--- src/rtl/core/dtr_pkg.sv ---
`default_nettype none
package dtr_pkg;

  localparam int unsigned NORMAL_FRAC_BITS = 14;
  localparam int unsigned NORMAL_W = 16;
  localparam int unsigned PERM_W = 32;
  localparam int unsigned OUT_W = 33;

  localparam int unsigned QW = NORMAL_W + 1;
  localparam int unsigned SQ_W = 2 * QW;
  localparam int unsigned DIV_NUM_W = 34;
  localparam int unsigned DIV_DEN_W = 33;
  localparam int unsigned RF = 30;
  localparam int unsigned PF = 29;
  localparam int unsigned R_W = RF + 2;
  localparam int unsigned DIV_STAGES = RF + 2;
  localparam int unsigned RR_W = 2 * R_W;
  localparam int unsigned RR_SHIFT = 2 * RF - PF;
  localparam int unsigned P_W = 32;
  localparam int unsigned KP_W = 64;

  localparam int unsigned IN_DATA_W = 144;
  localparam int unsigned OUT_DATA_W = 200;

  localparam logic signed [OUT_W+1:0] OUT_MAX = 35'sh0_FFFF_FFFF;
  localparam logic signed [OUT_W+1:0] OUT_MIN = -35'sh1_0000_0000;

  typedef struct packed {
    logic                   vld;
    logic                   degen;
    logic [2:0][PERM_W-1:0] k;
  } side_t;

endpackage
`default_nettype wire

--- src/rtl/core/dtr_div.sv ---
`default_nettype none
module dtr_div (
  input  wire logic                                  clk_i,
  input  wire logic                                  en_i,
  input  wire logic signed [dtr_pkg::DIV_NUM_W-1:0]  num_i,
  input  wire logic        [dtr_pkg::DIV_DEN_W-1:0]  den_i,
  output logic signed      [dtr_pkg::R_W-1:0]        quo_o
);
  import dtr_pkg::*;

  logic [DIV_DEN_W-1:0] rem_q [RF+1];
  logic [DIV_DEN_W-1:0] den_q [RF+1];
  logic [RF:0]          quo_q [RF+1];
  logic                 neg_q [RF+1];
  logic signed [R_W-1:0] quo_out_q;

  for (genvar i = 0; i <= RF; i++) begin : g_step
    logic [DIV_DEN_W:0]   t;
    logic [DIV_DEN_W-1:0] d;
    logic [RF:0]          q;
    logic                 n;
    logic                 ge;
    if (i == 0) begin : g_first
      always_comb begin
        t = num_i[DIV_NUM_W-1] ? DIV_NUM_W'(-num_i) : DIV_NUM_W'(num_i);
        d = den_i;
        q = '0;
        n = num_i[DIV_NUM_W-1];
      end
    end else begin : g_next
      always_comb begin
        t = {rem_q[i-1], 1'b0};
        d = den_q[i-1];
        q = quo_q[i-1];
        n = neg_q[i-1];
      end
    end
    assign ge = t >= {1'b0, d};
    always_ff @(posedge clk_i) begin
      if (en_i) begin
        rem_q[i] <= ge ? DIV_DEN_W'(t - {1'b0, d}) : t[DIV_DEN_W-1:0];
        den_q[i] <= d;
        quo_q[i] <= {q[RF-1:0], ge};
        neg_q[i] <= n;
      end
    end
  end

  logic [R_W-1:0] mag;
  assign mag = {1'b0, quo_q[RF]} +
               R_W'({rem_q[RF], 1'b0} >= {1'b0, den_q[RF]});

  always_ff @(posedge clk_i) begin
    if (en_i) begin
      quo_out_q <= neg_q[RF] ? -$signed(mag) : $signed(mag);
    end
  end

  assign quo_o = quo_out_q;

endmodule
`default_nettype wire

--- config.mk ---
export PLATFORM = sky130hd
export DESIGN_NAME = dtr_div
export DESIGN_NICKNAME = d
export VERILOG_FILES = /design/src/rtl/core/dtr_pkg.sv /design/src/rtl/core/dtr_div.sv
export SDC_FILE = /design/constraint.sdc
export NUM_CORES = 2
export LEC_CHECK = 0
export BUFFER_PORTS_ARGS = -buffer_cell sky130_fd_sc_hd__buf_2
export CORE_MARGIN = 1.5
export CORE_UTILIZATION = 65
export CTS_CLUSTER_DIAMETER = 30
export DETAILED_ROUTE_END_ITERATION = 6
export PLACE_DENSITY = 0.88
export SLEW_MARGIN = 20
export SYNTH_ARGS = -nofsm -noshare
export SYNTH_HDL_FRONTEND = slang
export SYNTH_SLANG_ARGS = --single-unit
--- constraint.sdc ---
create_clock -name clk_i -period 7 [get_ports clk_i]
set_clock_uncertainty 0.1 [all_clocks]
set_input_delay 1.4 -clock clk_i [delete_from_list [all_inputs] [get_ports clk_i]]
set_output_delay 1.4 -clock clk_i [all_outputs]
set_load 0.01 [all_outputs]
==> out/results.tsv <==
stage	metric	value	unit
worst_setup_path	reg2reg_depth	23	
worst_setup_path	slowest_delay	830	ps
timing	hold_viol	0	
synth	ys_seq_area_share	53.2	%
worst_setup_path	worst-path-buf-inv	0	
worst_setup_path	cp_cell_sequence	ha_1 > nor2b_1 > o21a_1 > o21a_1 > o21a_1 > o21a_1 > o21a_1 > o21a_1 > o21ai_0 > a31oi_1 > a41o_1 > ha_1 > ha_1 > nand2_1 > nor4_1 > mux2_2 > nor3_1 > a31oi_1 > nand4b_1 > o31a_1 > a31oi_1 > nand2_1 > xnor2_1	
synth	ys_ff_latch	2605	
worst_setup_path	r2r-start	rem_q[1][462]	
routing	viasPerCell	6.32	
pwr	power_density	514	mW/mm²
flow_run	drv_cap	0	
global_route	grt_max_degree	196	
clock_tree	htree_levels	5	
worst_hold_path	min_from	quo_q[1][133]	
worst_setup_path	cpMaxStageDelayCell	nor4_1	
global_route	grt_pass1_vias	105000	
global_route	grt.total_usage	30.5	%
final_layout	fin_cells	16900	
synth	synth_area	0.147	mm²
timing	finalSetupViolations	0	
timing	fin_crit_sh	81.5	%
timing	worst_slew_pin_slew	1180	ps
worst_setup_path	rr_endpoint	quo_o[24]	
routing	routedWlPerCell	21.0	µm
worst_hold_path	holdPathEnd	quo_q[1][165]	
timing	clock.fmax	0.175	GHz
routing	drc	14	
worst_setup_path	critical_path_class	reg2reg	
worst_setup_path	timing.reg2reg.setup_slack	1290	ps
timing	timing.slew.headroom	21.5	%
place	io_buffers	100	
clock_tree	post_cts.repair.setup_buffers	0	
synth	ys_types	93	
floorplanning	start_util	65.4	%
pwr	ir_drop	0.370	mV
clock_tree	clockBufferDepth	4	
routing	dr.pass1.iters	7	
global_route	use_met3	6.36	%
routing	drtAntennaViolNets	0	
synth	synth_nets	14300	
synth	synth.top_cell.area_share	53.2	%
floorplanning	fp.dieW	479	µm
final_layout	final_util	74.3	%
synth	synthFlopType	edfxtp_1	
clock_tree	worstSkewPairLatency	1030	ps
floorplanning	coreArea	0.225	mm²
pwr	p_leak	69.1	nW
worst_setup_path	crit_top_cell	o21a_1	
place	place_ws	512	ps
run_status	status	finished with violations	
worst_setup_path	crit_path_end_kind	flop	
global_route	antenna_found_initial	18	
place	placed_area	0.151	mm²
global_route	grtUsageMet2	51.2	%
synth	syn_area_per_cell	11.2	µm²
worst_setup_path	path_max_fanout	6	
place	gp_congestion	0.965	
worst_hold_path	hold_path_class	reg2reg	
synth	synth-edff-count	2605	
floorplanning	die_h	479	µm
synth	synth.area.top_cells	edfxtp_1 (53%), ha_1 (9.0%), a21oi_1 (4.1%), inv_1 (3.5%), xnor2_1 (3.4%)	
timing	drv_slew	0	
synth	async_flop_share	0	%
synth	synth_area_leader_cell	edfxtp_1	
worst_setup_path	worstPathArrival	6350	ps
global_route	grt_overflow	0	
timing	setup_ws	1290	ps
floorplanning	rows	174	
final_layout	drive_gt1_share	9.69	%
global_route	grt_pass1_wl	558	mm
synth	yosys_warnings	0	
timing	period_needed	5710	ps
routing	wl	356	mm
place	hpwl	241	mm
timing	setup_tns	0	ps
clock_tree	cts.sinks	2605	
final_layout	areaGrowthSynthToFinish	13.6	%
clock_tree	cts_tree	yes	
clock_tree	cts_hold_buffers	0	
clock_tree	clk_pin_slew	50	ps
global_route	grt-busiest-layer	met2	
floorplanning	ios	101	
clock_tree	cts_buffers	471	
routing	vias	107000	
synth	synthCells	13200	
worst_setup_path	crit_path_start_kind	flop	
final_layout	postLayoutCellArea	0.167	mm²
worst_setup_path	cp_top_family	compound AO/OA/AOI/OAI gates	
global_route	use_met1	36.2	%
final_layout	final_nets	14700	
worst_hold_path	hold_path_depth	0	
routing	drtIter0Drc	10900	
worst_setup_path	worst_ep_required_time	7640	ps
timing	rsz0062_at_grt	no	
clock_tree	cts_resized	0	
run_status	violations	DRC	
place	dp_cells	16100	
floorplanning	dieArea	0.229	mm²
clock_tree	cts-root-buf	clkbuf_16	
power breakdown:
part / switching [W] / internal [W] / leakage (nW)
Clock: 0.00803 / 0.0146 / 7.61
Sequential: 0.00281 / 0.0234 / 25.4
Combinational: 0.0216 / 0.0153 / 36.0
worst max-delay path by stage:
stage / from / endpoint / slack, ps / cells past startpoint
2_1_floorplan: num_i[13] / rem_q[0][10] / 1110 / 17
3_3_place_gp: num_i[11] / rem_q[0][4] / 530 / 18
3_5_place_dp: num_i[11] / rem_q[0][15] / 510 / 18
4_1_cts: rem_q[1][462] / quo_o[24] / 1210 / 23
5_1_grt: rem_q[1][462] / quo_o[24] / 790 / 23
6_report: rem_q[1][462] / quo_o[24] / 1290 / 23
worst reg2reg max path: stages (launching register included):
cell and delay (ps):
edfxtp_1 360, ha_1 280, nor2b_1 120, o21a_1 110, o21a_1 110, o21a_1 110
o21a_1 100, o21a_1 100, o21a_1 110, o21ai_0 90, a31oi_1 280, a41o_1 280
ha_1 270, ha_1 280, nand2_1 180, nor4_1 830, mux2_2 430, nor3_1 150
a31oi_1 70, nand4b_1 250, o31a_1 390, a31oi_1 250, nand2_1 100, xnor2_1 130
synthesized netlist by cell type (all sizes together), types with 215 or more instances:
master / n
xnor2: 572
xor2: 367
o21ai: 731
nor2: 849
nand2: 797
a21o: 562
nand3: 231
a21oi: 1194
ha: 1059
clkbuf: 215
inv: 1379
mux2: 325
edfxtp: 2605
through the flow:
step | hold WS (ps) | total power, W
detailed placement | 305 | 0.0611
CTS | 277 | 0.0850
finish | 291 | 0.0859
global route | 288 | 0.0902
floorplan | 300 | 0.0523
global placement | 300 | 0.0600
cells by family (layout without fill, tap and decap cells):
family | count (synthesis) | in the layout | synth area share, %
adder cells (fa/ha/maj) | 1090 | 1090 | 9.43
XOR/XNOR | 939 | 939 | 5.59
multiplexers | 351 | 351 | 2.67
flip-flops | 2605 | 2605 | 53.2
AND/OR/NAND/NOR | 2952 | 2952 | 9.61
buffers and inverters | 1653 | 2409 | 4.30
AO/OA/AOI/OAI | 3566 | 3566 | 15.2
other | 0 | 7 | 0
registers in the layout, indices dropped and copies added (netlist names):
signal,cells
quo_q,496
den_q,1023
rem_q,1023
neg_q,31
quo_o,32
cells in the final DEF (no fill, tap or decap), drive strengths merged, types with 158 or more instances in the layout:
cell type / instances
xor2: 367
nor2: 849
inv: 1444
a21oi: 1194
clkbuf: 507
edfxtp: 2605
mux2: 325
xnor2: 572
nand3: 231
nand2: 797
o21ai: 731
buf: 180
clkinv: 158
a21o: 562
ha: 1059
o21bai: 166
area by class of cell:
class                   instances  area [µm²]
flip-flops and latches       2605       78200
multi-input cells            8898       62700
fillers                     13400       57800
clock buffers                 507       12000
inverters                    1379        5180
clock inverters               343        3890
well taps                    2992        3740
repair buffers                180        1300
diodes                          7        17.5
routing by layer:
metal  part of all wire [%]  vias to the layer above
met4                    6.4                       12
li1                       -                    49200
met3                    8.4                     1490
met2                     48                     5694
met1                     37                    50500
met5                  0.022                        -
Note: power is estimated with default switching activity, not from simulation.
